==> config.mk <==
export PLATFORM = sky130hd
export DESIGN_NAME = btbf_ctrl
export DESIGN_NICKNAME = d
export VERILOG_FILES = /design/src/hdl/btbf_pkg.sv /design/src/hdl/btbf_ctrl.sv
export SDC_FILE = /design/constraint.sdc
export NUM_CORES = 1
export LEC_CHECK = 0
export BUFFER_PORTS_ARGS = -buffer_cell sky130_fd_sc_hd__buf_2
export CAP_MARGIN = 20
export CELL_PAD_IN_SITES_DETAIL_PLACEMENT = 1
export CELL_PAD_IN_SITES_GLOBAL_PLACEMENT = 2
export CORE_MARGIN = 2
export CORE_UTILIZATION = 24
export DETAILED_ROUTE_END_ITERATION = 12
export PLACE_DENSITY = 0.75
export SLEW_MARGIN = 0
export SYNTH_ARGS = -nofsm -noshare
export SYNTH_HDL_FRONTEND = slang
export SYNTH_SLANG_ARGS = --single-unit
==> constraint.sdc <==
create_clock -name clk -period 4.4 [get_ports clk]
set_clock_uncertainty 0.2 [all_clocks]
set_input_delay 0.44 -clock clk [delete_from_list [all_inputs] [get_ports clk]]
set_output_delay 0.44 -clock clk [all_outputs]
set_load 0.05 [all_outputs]
==> src/hdl/btbf_pkg.sv <==
// Shared types, codes and constants of the boundary-tag best-fit allocator.
// Used by btbf_ctrl, btbf_datapath and boundary_tag_best_fit_allocator_top.
package btbf_pkg;

  localparam int ARENA_BYTES_DEF = 16384;

  localparam logic [1:0] ST_OK      = 2'd0;
  localparam logic [1:0] ST_NOFIT   = 2'd1;
  localparam logic [1:0] ST_BADFREE = 2'd2;

  localparam logic KIND_ALLOC = 1'b0;
  localparam logic KIND_FREE  = 1'b1;

  localparam int OP_W = 4;
  localparam logic [OP_W-1:0] OP_NONE   = 4'd0;
  localparam logic [OP_W-1:0] OP_INIT   = 4'd1;
  localparam logic [OP_W-1:0] OP_START  = 4'd2;
  localparam logic [OP_W-1:0] OP_AWALK  = 4'd3;
  localparam logic [OP_W-1:0] OP_APREP  = 4'd4;
  localparam logic [OP_W-1:0] OP_RPREP  = 4'd5;
  localparam logic [OP_W-1:0] OP_WH     = 4'd6;
  localparam logic [OP_W-1:0] OP_WT     = 4'd7;
  localparam logic [OP_W-1:0] OP_FWALK  = 4'd8;
  localparam logic [OP_W-1:0] OP_SCAN0  = 4'd9;
  localparam logic [OP_W-1:0] OP_SCAN   = 4'd10;
  localparam logic [OP_W-1:0] OP_RDNEXT = 4'd11;
  localparam logic [OP_W-1:0] OP_MNEXT  = 4'd12;
  localparam logic [OP_W-1:0] OP_RDPREV = 4'd13;
  localparam logic [OP_W-1:0] OP_MPREV  = 4'd14;
  localparam logic [OP_W-1:0] OP_RESULT = 4'd15;

  typedef struct packed {
    logic        kind;
    logic [13:0] request_bytes;
    logic [13:0] block_offset;
  } in_t;

  typedef struct packed {
    logic [1:0]  status;
    logic [13:0] granted_offset;
    logic [13:0] granted_bytes;
    logic        arena_emptied;
  } out_t;

  typedef struct packed {
    logic [OP_W-1:0] op;
    logic [1:0]      status;
    logic            emptied;
  } cmd_t;

  typedef struct packed {
    logic kind;
    logic req_zero;
    logic live;
    logic mark;
    logic exact;
    logic found;
    logic heq;
    logic hgt;
    logic split;
    logic merge_ok;
    logic prev_fits;
    logic init_last;
  } stat_t;

endpackage

==> src/hdl/btbf_ctrl.sv <==
// Sequencer of the allocator: steps the datapath through walks and tag writes.
// Depends on btbf_pkg; talks to btbf_datapath through cmd_t and stat_t.
module btbf_ctrl (
  input  logic            clk,
  input  logic            rst_n,
  input  logic            start,
  input  btbf_pkg::stat_t stat,
  output btbf_pkg::cmd_t  cmd,
  output logic            busy,
  output logic            out_valid
);
  import btbf_pkg::*;

  localparam logic [4:0] S_INIT  = 5'd0,  S_IDLE  = 5'd1,  S_DISP  = 5'd2,
                         S_AWALK = 5'd3,  S_AEND  = 5'd4,  S_AWH   = 5'd5,
                         S_AWT   = 5'd6,  S_RPREP = 5'd7,  S_RWH   = 5'd8,
                         S_RWT   = 5'd9,  S_FWALK = 5'd10, S_FWH   = 5'd11,
                         S_FWT   = 5'd12, S_SCAN0 = 5'd13, S_SCAN  = 5'd14,
                         S_EMPTY = 5'd15, S_RDNX  = 5'd16, S_MNX   = 5'd17,
                         S_NWH   = 5'd18, S_NWT   = 5'd19, S_RDPV  = 5'd20,
                         S_MPV   = 5'd21, S_PWH   = 5'd22, S_PWT   = 5'd23,
                         S_RES   = 5'd24, S_OUT   = 5'd25;

  logic [4:0] state_r, state_nxt;
  logic [1:0] st_r, st_nxt;
  logic       emp_r, emp_nxt;

  always_comb begin
    state_nxt = state_r; st_nxt = st_r; emp_nxt = emp_r;
    cmd.op = OP_NONE; cmd.status = st_r; cmd.emptied = emp_r;
    unique case (state_r)
      S_INIT: begin
        cmd.op = OP_INIT;
        if (stat.init_last) state_nxt = S_IDLE;
      end
      S_IDLE: begin
        if (start) begin
          cmd.op = OP_START; state_nxt = S_DISP;
        end
      end
      S_DISP: begin
        st_nxt = ST_OK; emp_nxt = 1'b0;
        if (stat.kind == KIND_FREE) state_nxt = S_FWALK;
        else if (stat.req_zero) begin
          st_nxt = ST_NOFIT; state_nxt = S_RES;
        end else state_nxt = S_AWALK;
      end
      S_AWALK: begin
        cmd.op = OP_AWALK;
        if (!stat.live || stat.exact) state_nxt = S_AEND;
      end
      S_AEND: begin
        if (!stat.found) begin
          st_nxt = ST_NOFIT; state_nxt = S_RES;
        end else begin
          cmd.op = OP_APREP; state_nxt = S_AWH;
        end
      end
      S_AWH: begin cmd.op = OP_WH; state_nxt = S_AWT; end
      S_AWT: begin
        cmd.op = OP_WT;
        state_nxt = stat.split ? S_RPREP : S_RES;
      end
      S_RPREP: begin cmd.op = OP_RPREP; state_nxt = S_RWH; end
      S_RWH: begin cmd.op = OP_WH; state_nxt = S_RWT; end
      S_RWT: begin cmd.op = OP_WT; state_nxt = S_RES; end
      S_FWALK: begin
        cmd.op = OP_FWALK;
        if (!stat.live || stat.hgt || (stat.heq && !stat.mark)) begin
          st_nxt = ST_BADFREE; state_nxt = S_RES;
        end else if (stat.heq) state_nxt = S_FWH;
      end
      S_FWH: begin cmd.op = OP_WH; state_nxt = S_FWT; end
      S_FWT: begin cmd.op = OP_WT; state_nxt = S_SCAN0; end
      S_SCAN0: begin cmd.op = OP_SCAN0; state_nxt = S_SCAN; end
      S_SCAN: begin
        if (!stat.live) state_nxt = S_EMPTY;
        else if (stat.mark) state_nxt = S_RDNX;
        else cmd.op = OP_SCAN;
      end
      S_EMPTY: begin
        cmd.op = OP_INIT;
        if (stat.init_last) begin
          emp_nxt = 1'b1; state_nxt = S_RES;
        end
      end
      S_RDNX: begin cmd.op = OP_RDNEXT; state_nxt = S_MNX; end
      S_MNX: begin
        cmd.op = OP_MNEXT;
        state_nxt = stat.merge_ok ? S_NWH : S_RDPV;
      end
      S_NWH: begin cmd.op = OP_WH; state_nxt = S_NWT; end
      S_NWT: begin cmd.op = OP_WT; state_nxt = S_RDPV; end
      S_RDPV: begin cmd.op = OP_RDPREV; state_nxt = S_MPV; end
      S_MPV: begin
        cmd.op = OP_MPREV;
        state_nxt = (stat.merge_ok && stat.prev_fits) ? S_PWH : S_RES;
      end
      S_PWH: begin cmd.op = OP_WH; state_nxt = S_PWT; end
      S_PWT: begin cmd.op = OP_WT; state_nxt = S_RES; end
      S_RES: begin cmd.op = OP_RESULT; state_nxt = S_OUT; end
      S_OUT: state_nxt = S_IDLE;
      default: state_nxt = S_IDLE;
    endcase
  end

  always_ff @(posedge clk) begin
    if (!rst_n) begin
      state_r <= S_INIT;
      st_r    <= ST_OK;
      emp_r   <= 1'b0;
    end else begin
      state_r <= state_nxt;
      st_r    <= st_nxt;
      emp_r   <= emp_nxt;
    end
  end

  assign busy      = (state_r != S_IDLE);
  assign out_valid = (state_r == S_OUT);

endmodule

==> results.md, run 1 <==
- The flow ran to the end, and the final reports show no timing, DRC or antenna violations.
- In this run the core area contains 24 standard-cell rows.
- The number of hold violations in the final report is 0.
- Entering global routing, the biggest net connects 31 pins.
- Summed over all cells, the static leakage comes to ~0.49 nW.
- The number of CTS-inserted buffers is 3.
- The internal reg-to-reg setup slack is approximately 1700 ps.
- The overall power of the completed layout is 0.433 mW.
- The count of antenna diodes in the layout is 0.
- The required arrival time at the worst endpoint is 3760 ps.
- After synthesis, the netlist uses 50 different library cells.
- In this run the cell area of the synthesized design comes to 0.00108 sq mm.
- The worst voltage drop across the vdd grid is 192 uV.
- The biggest area consumer among synthesized cells is dfxtp_1.
- The number of flip-flops and latches in the synthesized netlist is 8.
- The total placed cells including tap cells is between 200 and 250.
- The mean instance size in the synthesized netlist is around 6.7 sq um.
- The startpoint-to-endpoint class of the critical path is register to output port.
- For this run, asynchronously set or reset flops after synthesis account for 0.
- The worst min-delay path endpoint is state_r[2]$_SDFFE_PN0P_.
- The clock slew seen by the registers of the worst setup and hold paths is 40 ps.
- The floorplan step defined a die boundary enclosing 0.00507 sq mm.
- The number of levels in the clock H-tree is 1.
- The final route contains roughly 1300 vias.
- In this run the vertical extent of the chip is roughly 71 um.
- No sink is reached through more buffers than the 2 on the longest clock path.
- After clock tree synthesis, the setup repair step added 0 buffers.
- The synthesis-to-finish area growth is 13.6%.
- The overall die width is 71.2 um.
- The initial utilization of the core area, before any placement, comes to 0.249.
- At the end of the flow the core is filled with cells to 0.283.
- After routing, the total negative slack on setup checks comes to 0 ps.
- The tool flagged a number of max-cap violations equal to 0.
- By area the synthesized netlist is led by dfxtp_1 (15%), nand2_1 (5.2%), o21ai_0 (5.1%).
- After clock tree synthesis, the flow added hold-fix buffers numbering 0.
- The worst setup path is launched from a register.
- In this run the standard cell core region covers between 0.004 and 0.005 sq mm.
- The I/O pin count is 24.
- Clock tree synthesis found a total of 8 sinks.
- The finished layout holds roughly 220 standard cells, fillers aside.
- The first-pass GRT wire length is between 6000 and 7000 um.
- The net total in the final layout is about 190.
- The fmax is around 330 MHz.
- The via count of the first global-routing pass is 1300.
- Registers take between 150 and 200 sq um.
- The count of cells resized by post-cts repair is 0.
- The total global routing overflow is 0.
- The number of synthesis warnings is 0.
- The DRC violation total after the first TritonRoute iteration is roughly 120.
- The clock reaches the later pin of the worst-skew pair after 230 ps.
- The source of the worst register-to-register timing path is state_r[4]$_SDFFE_PN0P_.
- The number of enable flip-flop cells after synthesis is 0.
- The kind of end point of the critical path is an output port.
- Of the post-synthesis cell area, the dominant cell type holds 0.148.
- Counting I/O delays and the setup requirement, the final critical path takes about 3000 ps.
- The count of cells along the worst register-to-register path is 5.
- The worst path meets setup with ~1400 ps of slack.
- In the final layout, the share of cells above drive strength 1 is 0.175.
- The sequential fraction of the synthesis area is 0.148.
- In the final routed layout, each cell accounts on average for roughly 18 um.
- The root buffer cell is clkbuf_8.
- Of all nets on the critical path, the largest fanout is 28.
- The total iterations of the first detailed-routing run is 4.
- The number of antenna violations at the first check in global routing is 0.
- The post-route cell area is between 0.001 and 0.0015 sq mm.
- Summing all multi-input logic gate instances after layout gives between 800 and 900 sq um.
- TritonCTS built the clock tree.
- The slew at the pin with the worst max-slew slack is between 900 and 1000 ps.
- The worst min-delay path category is input port to register.
- The worst hold path begins at rst_n.
- The share of the cycle needed by the critical path after routing is 0.692.
- The final number of setup-violating endpoints is 0.
- The placed instances occupy a cell area of 0.00119 sq mm.
- Timing analysis after detailed placement gives a worst setup slack of between 1500 and 2000 ps.
- The tightest hold path in the finished design has a slack of about 300 ps.
- The count of final max-slew check failures is 0.
- The detailed-route vias per instance is slightly below 6.
- The worst slew margin relative to its limit is 0.350.
- In the routed design, unresolved DRC markers number 0.
- The number of filler instances in the final layout is around 560.
- Along the worst hold path, the cell count comes to 2.
- For this run, the leading register cell type out of synthesis is dfxtp_1.
- The total nets after synthesis is 176.
- The critical path arrival is 2400 ps.
- In the global route stage, overall resource usage came out at 0.162.
- The congestion estimate from routability-driven global placement came to 0.919.
- The capture point of the worst reg-to-reg path is state_r[0]$_SDFFE_PN0P_.
- The antenna violation net count after detailed routing is 0.
- Setup repair after global routing left no endpoint under its margin.
- The power per standard cell area is 351 mW/mm^2.
- The HPWL after detailed placement is between 2000 and 3000 um.
- The final layout contains routed wiring with a total length of between 3000 and 4000 um.
- Port buffering added 23 buffers.
- The post-synthesis instance total is about 160.
==> synthesized netlist by cell type, types with 4 or more instances <==
cell type	n
clkbuf_1	9
nor2b_1	8
nand4_1	4
nor2_1	13
nor3_1	4
inv_1	4
o21ai_0	11
nand2_1	15
nand2b_1	7
a31oi_1	6
buf_2	5
dfxtp_1	8
o211ai_1	4
a21oi_1	9
==> worst max-delay path: stages (launching register included) <==
cell     delay (ps)
dfxtp_1         610
nor2b_1         700
nand2_1         150
a21oi_1         170
a31oi_1          60
o22ai_1         170
buf_2           300
==> how the worst max path moves through the flow <==
| stage | slack (ps) | depth (start not counted) | endpoint | from |
|---|---|---|---|---|
| after floorplan | 1410 | 6 | cmd[3] | state_r[0]$_SDFFE_PN0P_ |
| after global placement | 1660 | 6 | cmd[6] | state_r[4]$_SDFFE_PN0P_ |
| after detailed placement | 1580 | 6 | cmd[6] | state_r[4]$_SDFFE_PN0P_ |
| after CTS | 1330 | 6 | cmd[6] | state_r[4]$_SDFFE_PN0P_ |
| after global routing | 1150 | 6 | cmd[6] | state_r[4]$_SDFFE_PN0P_ |
| final | 1360 | 6 | cmd[6] | state_r[4]$_SDFFE_PN0P_ |
==> layout make-up <==
cell class | count | share of cell area
repair buffers | 24 | 0.0995
clock buffers | 3 | 0.0335
inverters | 4 | 0.0122
multi-input cells | 132 | 0.672
flip-flops and latches | 8 | 0.130
well taps | 52 | 0.0528
==> metal layers <==
layer,share of wire,vias up,global-route usage,routed length [um]
met2,0.45,29,0.241,1790
li1,-,629,-,-
met1,0.48,624,0.232,1920
met5,0,-,0,0
met3,0.040,10,0.0169,159
met4,0.026,0,0.0818,104
==> state kept, by name, indices dropped and copies added, names as in the netlist <==
name     flops
emp_r        1
state_r      5
st_r         2
==> cells in the final DEF (no fill, tap or decap), drive strengths merged, types with 6 or more instances in the layout <==
cell type,instances
a21oi,9
a31oi,6
buf,24
dfxtp,8
nand2,15
nand2b,7
nor2,13
nor2b,8
o21ai,12
==> cell families (layout without fill, tap and decap cells) <==
| group | Yosys count | after routing | share of synthesized area |
|---|---|---|---|
| AO/OA/AOI/OAI | 66 | 66 | 0.441 |
| buffers and inverters | 21 | 31 | 0.0888 |
| multiplexers | 2 | 2 | 0.0185 |
| flip-flops | 8 | 8 | 0.148 |
| AND/OR/NAND/NOR | 64 | 64 | 0.305 |
==> power breakdown <==
group          internal (mW)  leakage (nW)  switching, mW  total (mW)
Clock                 0.0591        0.0216         0.0276      0.0868
Sequential            0.0785        0.0647         0.0388       0.117
Combinational         0.0827         0.403          0.146       0.229
Note: power is estimated with default switching activity, not from simulation.
==> run 2: changes to the inputs <==
--- a/config.mk
+++ b/config.mk
@@ -12,7 +12,7 @@
 export CORE_MARGIN = 2
 export CORE_UTILIZATION = 24
 export DETAILED_ROUTE_END_ITERATION = 12
-export PLACE_DENSITY = 0.75
+export PLACE_DENSITY = 0.78
 export SLEW_MARGIN = 0
 export SYNTH_ARGS = -nofsm -noshare
 export SYNTH_HDL_FRONTEND = slang
==> constraint.sdc (replaced) <==
create_clock -name clk -period 2.6 [get_ports clk]
set_clock_uncertainty 0.2 [all_clocks]
set_input_delay 0.26 -clock clk [delete_from_list [all_inputs] [get_ports clk]]
set_output_delay 0.26 -clock clk [all_outputs]
set_load 0.05 [all_outputs]
==> run 2 against run 1 <==
Wire length shrank 1.9%. Hold slack lost 140 ps. Critical endpoint is now cmd[4]. Largest cell class unchanged. Sequential share of layout area shrank 0.60 points. Design area grew 4.9%. Non-clock buffer count grew 8. First-iteration DRC count shrank 5.0%. Critical path type unchanged. Clock power grew 68%.
==> results.md, run 2 (synthesis gave the netlist of run 1 again) <==
- Entering global routing, the biggest net connects 28 pins.
- The global-route met3 utilization is 0.0352.
- The flow ran to the end, and the final reports show no timing, DRC or antenna violations.
- The number of hold violations in the final report is 0.
- Dividing the final minimum period by the clock period gives 0.915.
- The root buffer cell chosen for the clock tree is clkbuf_8.
- The post-route setup TNS is 0 ps.
- The detail route stage leaves a number of antenna-violating nets equal to 0.
- Hold is met by around 160 ps.
- Clock tree synthesis found a total of 8 sinks.
- The worst setup path is captured at an output port.
- In this run the standard cell core region covers 0.00435 sq mm.
- The HPWL after detailed placement is approximately 3000 um.
- The worst setup path is of the register to output port kind.
- STA puts the critical path data required time at 2140 ps.
- The clock latency on the worst-skew pair is about 220 ps.
- The worst slew margin relative to its limit is 0.600.
- The final layout contains routed wiring with a total length of approximately 4000 um.
- The depth of the worst hold-timing path is 2.
- In this run the most used layer during global routing was met2.
- The final weighted congestion in routability-driven placement is between 0.7 and 0.8.
- The number of vias in the routed layout is 1311.
- The worst-path maximum fanout is 13.
- During placement, the flow inserted port buffers numbering 23.
- The final number of setup-violating endpoints is 0.
- In this run the most critical hold path is launched from rst_n.
- The number of antenna violations at the first check in global routing is 0.
- Dividing the detail-routed wire length by the instance count gives 16.9 um.
- Before antenna repair, the detailed router went through 4 iterations.
- The count of final max-slew check failures is 0.
- The number of CTS-inserted buffers is 3.
- Post-CTS timing repair inserted 0 buffers for setup.
- The longest clock path from root to sink contains 2 buffers.
- The count of antenna diodes in the layout is 0.
- After detailed routing, the number of remaining DRC violations is 0.
- At the pin with the least slew margin, the transition time is ~600 ps.
- The detailed-route vias per instance is around 5.7.
- The number of standard cells in the layout, taps in and fillers out is 231.
- Leaving out fill and tap cells, the most frequent cells in the layout are buf_2 (23), nand2_1 (15), nor2_1 (13).
- The via count of the first global-routing pass is ~1300.
- The cell leakage power is ~0.53 nW.
- The first-pass GRT wire length is between 6000 and 7000 um.
- The worst min-delay path category is input port to register.
- The overall die width is between 70 and 80 um.
- The source of the worst register-to-register timing path is state_r[0]$_SDFFE_PN0P_.
- The total placed cells including tap cells is approximately 230.
- The register with the most flip-flops in the layout has 5 of them.
- After the last flow step, the layout net total stands at 196.
- The die is about 70 um tall.
- In this run, post-CTS repair resized a total of 0 instances.
- The number of levels in the clock H-tree is 1.
- Setup repair after global routing left no endpoint under its margin.
- Counting the fill cells in the layout gives between 500 and 600.
- In the final layout, the share of cells above drive strength 1 is 0.212.
- The startpoint kind of the worst setup timing path is a register.
- Clock-pin slew was measured on the worst setup and hold paths at 40 ps.
- The effective utilization at floorplan is 0.249.
- The clock tree from TritonCTS is yes.
- The power per standard cell area is just under 600 mW/mm^2.
- After floorplanning, the core was divided into 24 placement rows.
- The total routing resource utilization after global routing is 0.156.
- The most frequent standard cell in the layout excluding fill and tap cells is buf_2.
- The met1 capacity usage during global routing is 0.226.
- The area of the die is 0.00507 sq mm.
- The capture point of the worst reg-to-reg path is state_r[2]$_SDFFE_PN0P_.
- The worst-case IR drop observed on VDD is approximately 310 uV.
- The worst hold path terminates at state_r[2]$_SDFFE_PN0P_.
- The first element of the critical path is state_r[0]$_SDFFE_PN0P_.
- The worst register-to-register path has a depth of 5.
- The largest registers in the layout are state_r (5), st_r (2), emp_r (1).
- The smallest clock period supported by the final layout is computed as approximately 2400 ps.
- The global routing usage on met2 is 0.238.
- The fmax is about 420 MHz.
- The post-cts hold buffer count is 0.
- The register with the most flip-flops is state_r.
- The DRC violation total after the first TritonRoute iteration is roughly 110.
- For this run the aggregate overflow at the end of global routing stands at 0.
- The total of max-cap violations is 0.
- The I/O pin count is 24.
- The area growth from synthesis to layout is 19.1%.
- Data arrives at the worst endpoint at approximately 1900 ps.
- The setup check on the worst reg-to-reg path leaves a slack of between 400 and 500 ps.
==> run 2: power breakdown <==
part           switching [mW]  internal [mW]
registers              0.0322          0.133
clock network          0.0462          0.100
logic                   0.291          0.163
total                   0.370          0.396
==> run 2: worst max-delay path, cell delays in order, from the launching register on <==
cell and delay, ps:
dfxtp_1 600, nor2b_1 370, o21ai_0 140, o21ai_0 110, nand2_1 80, o2111ai_1 100
buf_2 290
==> run 2: metal layers <==
metal / vias up / routed length, um
li1: 652 / -
met5: - / 0
met3: 3 / 214
met4: 0 / 31
met1: 620 / 1870
met2: 36 / 1790
==> run 2: cell type report <==
class | count | area [sq um] | share of cell area
clock buffer | 3 | 41.3 | 0.0319
inverter | 4 | 15.0 | 0.0116
multi-input combinational | 132 | 828 | 0.641
sequential | 8 | 160 | 0.124
tap | 52 | 65.1 | 0.0503
timing repair buffer | 32 | 183 | 0.141
==> run 2: metrics by stage <==
stage	setup slack [ps]	area, sq um	power [mW]	utilization
2_1_floorplan	97.6	1080	0.481	-
3_3_place_gp	504	1250	0.616	0.287
3_5_place_dp	510	1250	0.615	0.287
4_1_cts	260	1290	0.766	0.297
5_1_grt	131	1290	0.813	0.297
6_report	220	1290	0.765	0.297
==> run 2: worst max-delay path by stage <==
stage	endpoint	slack, ps	cells after the start
finish	cmd[4]	220	6
global placement	cmd[4]	500	6
detailed placement	state_r[2]$_SDFFE_PN0P_	510	5
CTS	cmd[4]	260	6
global route	cmd[4]	130	6
floorplan	cmd[6]	100	7
==> run 3: changes to the inputs <==
--- a/config.mk
+++ b/config.mk
@@ -12,6 +12,7 @@
 export CORE_MARGIN = 2
 export CORE_UTILIZATION = 24
 export DETAILED_ROUTE_END_ITERATION = 12
+export MAX_ROUTING_LAYER = met4
 export PLACE_DENSITY = 0.78
 export SLEW_MARGIN = 0
 export SYNTH_ARGS = -nofsm -noshare
==> constraint.sdc (replaced) <==
create_clock -name clk -period 2.6 [get_ports clk]
set_clock_uncertainty 0.2 [all_clocks]
set_input_delay 0.26 -clock clk [delete_from_list [all_inputs] [get_ports clk]]
set_output_delay 0.26 -clock clk [all_outputs]
set_load 0.005 [all_outputs]
==> run 3 against run 2 <==
Count of clock-buffer cells in the layout did not move. Via count fell by 0.53%. Design area did not move. Power fell by 11%. Global-route usage rose by 0.38 points. Wire length rose by 0.95%. Core utilization did not move. Critical path depth fell by 2. Cell count did not move. Flip-flop and latch count did not move. Critical endpoint unchanged. Highest routed layer unchanged.
==> results.md, run 3 (synthesis gave the netlist of run 1 again) <==
- The first detailed-routing pass took 4 iterations.
- The effective utilization at floorplan is 0.249.
- The top cell types in the final layout, fill and taps aside, are buf_2 (23), nand2_1 (15), nor2_1 (13).
- The detailed-route vias per instance is about 5.6.
- The worst voltage drop across the vdd grid is 284 uV.
- In this run the critical register-to-register path is launched from state_r[0]$_SDFFE_PN0P_.
- The final number of setup-violating endpoints is 0.
- The post-route setup TNS is 0 ps.
- The count of nets left with antenna violations once routing finished came out at 0.
- The total of max-cap violations is 0.
- The worst setup path is captured at an output port.
- The I/O pin count is 24.
- The routed layout has 1304 vias.
- In this run the static leakage power is 0.532 nW.
- The post-CTS repair timing setup buffer count is 0.
- The tree is rooted in a clkbuf_8.
- The die is 71.2 um wide.
- The first element of the critical path is state_r[0]$_SDFFE_PN0P_.
- After clock tree synthesis, the clock-pin slew on the worst setup and hold paths is 40 ps.
- Setup repair after global routing left no endpoint under its margin.
- Post-CTS repair changed the size of 0 cells.
- The maximum buffer depth of the clock tree is 2.
- The register with the most flip-flops in the layout has 5 of them.
- Counting flops per register, the top entry is state_r.
- The worst setup path is launched from a register.
- The slew at the pin with the worst max-slew slack is 767 ps.
- The routed design has 3940 um of wire.
- In this run, post-CTS hold repair placed 0 buffers.
- The via count of the first global-routing pass is 1256.
- Routability-driven placement finished with a final weighted congestion of 0.821.
- In this run the number of H-tree levels came out at 1.
- The clock tree from TritonCTS is yes.
- The number of CTS-inserted buffers is 3.
- The count of final max-slew check failures is 0.
- Across every metal layer, demand over resource in global routing totals 0.160.
- The worst min-delay path category is input port to register.
- The total overflow left after global routing is 0.
- The startpoint-to-endpoint class of the critical path is register to output port.
- For this run, the top clock speed supported by timing is ~410 MHz.
- In the final layout, the share of cells above drive strength 1 is 0.212.
- Compared with the post-synthesis result, the final layout area differs by 19.1%.
- During placement, the flow inserted port buffers numbering 23.
- The share of the cycle needed by the critical path after routing is 0.933.
- The first routing iteration left slightly above 80 violations.
- The required arrival time at the worst endpoint is 2140 ps.
- The floorplan step set the die height to ~71 um.
- The number of antenna violations at the first check in global routing was 0.
- Once placement completed, the tool counted placed cells totaling 228.
- The clock period minus final worst setup slack is 2430 ps.
- In the routed design, unresolved DRC markers number 0.
- The number of standard cells in the layout, taps in and fillers out is approximately 230.
- The detail-routed net length per standard cell is 17.0 um.
- The first-pass GRT wire length is roughly 6400 um.
- The worst slew margin relative to its limit is 0.488.
- The die covers roughly 0.0051 sq mm.
- The flow ran to the end, and the final reports show no timing, DRC or antenna violations.
- In this run the worst path has a maximum fanout of 22.
- The clock latency on the worst-skew pair is 230 ps.
- The post-layout utilization of the core is 0.297.
- The largest registers in the layout are state_r (5), st_r (2), emp_r (1).
- The most frequent standard cell in the layout excluding fill and tap cells is buf_2.
- The total number of placement rows is 24.
- The worst min-delay path startpoint is rst_n.
- The number of hold violations in the final report is 0.
- The pin count of the biggest net entering global routing is 23.
- The HPWL after detailed placement is roughly 3100 um.
- The count of antenna diodes in the layout is 0.
- The overall power of the completed layout is between 0.6 and 0.7 mW.
- The tree built by TritonCTS fans out to 8 sinks.
- The power per standard cell area is between 500 and 600 mW/mm^2.
- In this run the standard cell core region covers around 0.0044 sq mm.
- For the worst setup path, the data arrival time is 1970 ps.
- The net count of the finished layout is between 150 and 200.
run 3: cell counts in the layout (fill, tap and decap cells not counted):
No cell type changed its count.
run 3: critical path, stage by stage (launching register included):
cell	delay [ps]
dfxtp_1	810
nor2_1	340
o211ai_1	310
o2111ai_1	130
buf_2	150
run 3: layout make-up:
type                       count  area, sq um
inverter                       4         15.0
timing repair buffer          32          183
fill                         555         3060
tap                           52         65.1
sequential                     8          160
multi-input combinational    132          828
clock buffer                   3         41.3
run 3: power by group:
| part | switching (mW) | total [mW] | internal, mW |
|---|---|---|---|
| clock | 0.0464 | 0.147 | 0.100 |
| sequential | 0.0480 | 0.181 | 0.133 |
| combinational | 0.204 | 0.356 | 0.152 |
| total | 0.299 | 0.683 | 0.385 |
run 3: routing by layer:
| metal | vias up | GRT usage | routed length (um) |
|---|---|---|---|
| met5 | - | - | 0 |
| met4 | 0 | 0.0356 | 21 |
| met3 | 4 | 0.0169 | 99 |
| li1 | 644 | - | - |
| met1 | 636 | 0.228 | 1980 |
| met2 | 20 | 0.244 | 1840 |
run 3: final timing paths:
| kind | endpoint | slack (ps) | cells after the start |
|---|---|---|---|
| setup / recovery | cmd[4] | 170 | 4 |
| hold / removal | state_r[2]$_SDFFE_PN0P_ | 140 | 2 |
| setup reg to reg | state_r[2]$_SDFFE_PN0P_ | 350 | 5 |
| hold reg to reg | st_r[1]$_SDFFE_PN0P_ | 290 | 2 |
run 3: through the flow:
stage | instance area (sq um) | hold slack, ps | worst slack, ps
2_1_floorplan | 1080 | 195 | 629
3_3_place_gp | 1250 | 280 | 430
4_1_cts | 1290 | 139 | 197
6_report | 1290 | 144 | 173
5_1_grt | 1290 | 154 | 5.70
3_5_place_dp | 1250 | 286 | 373
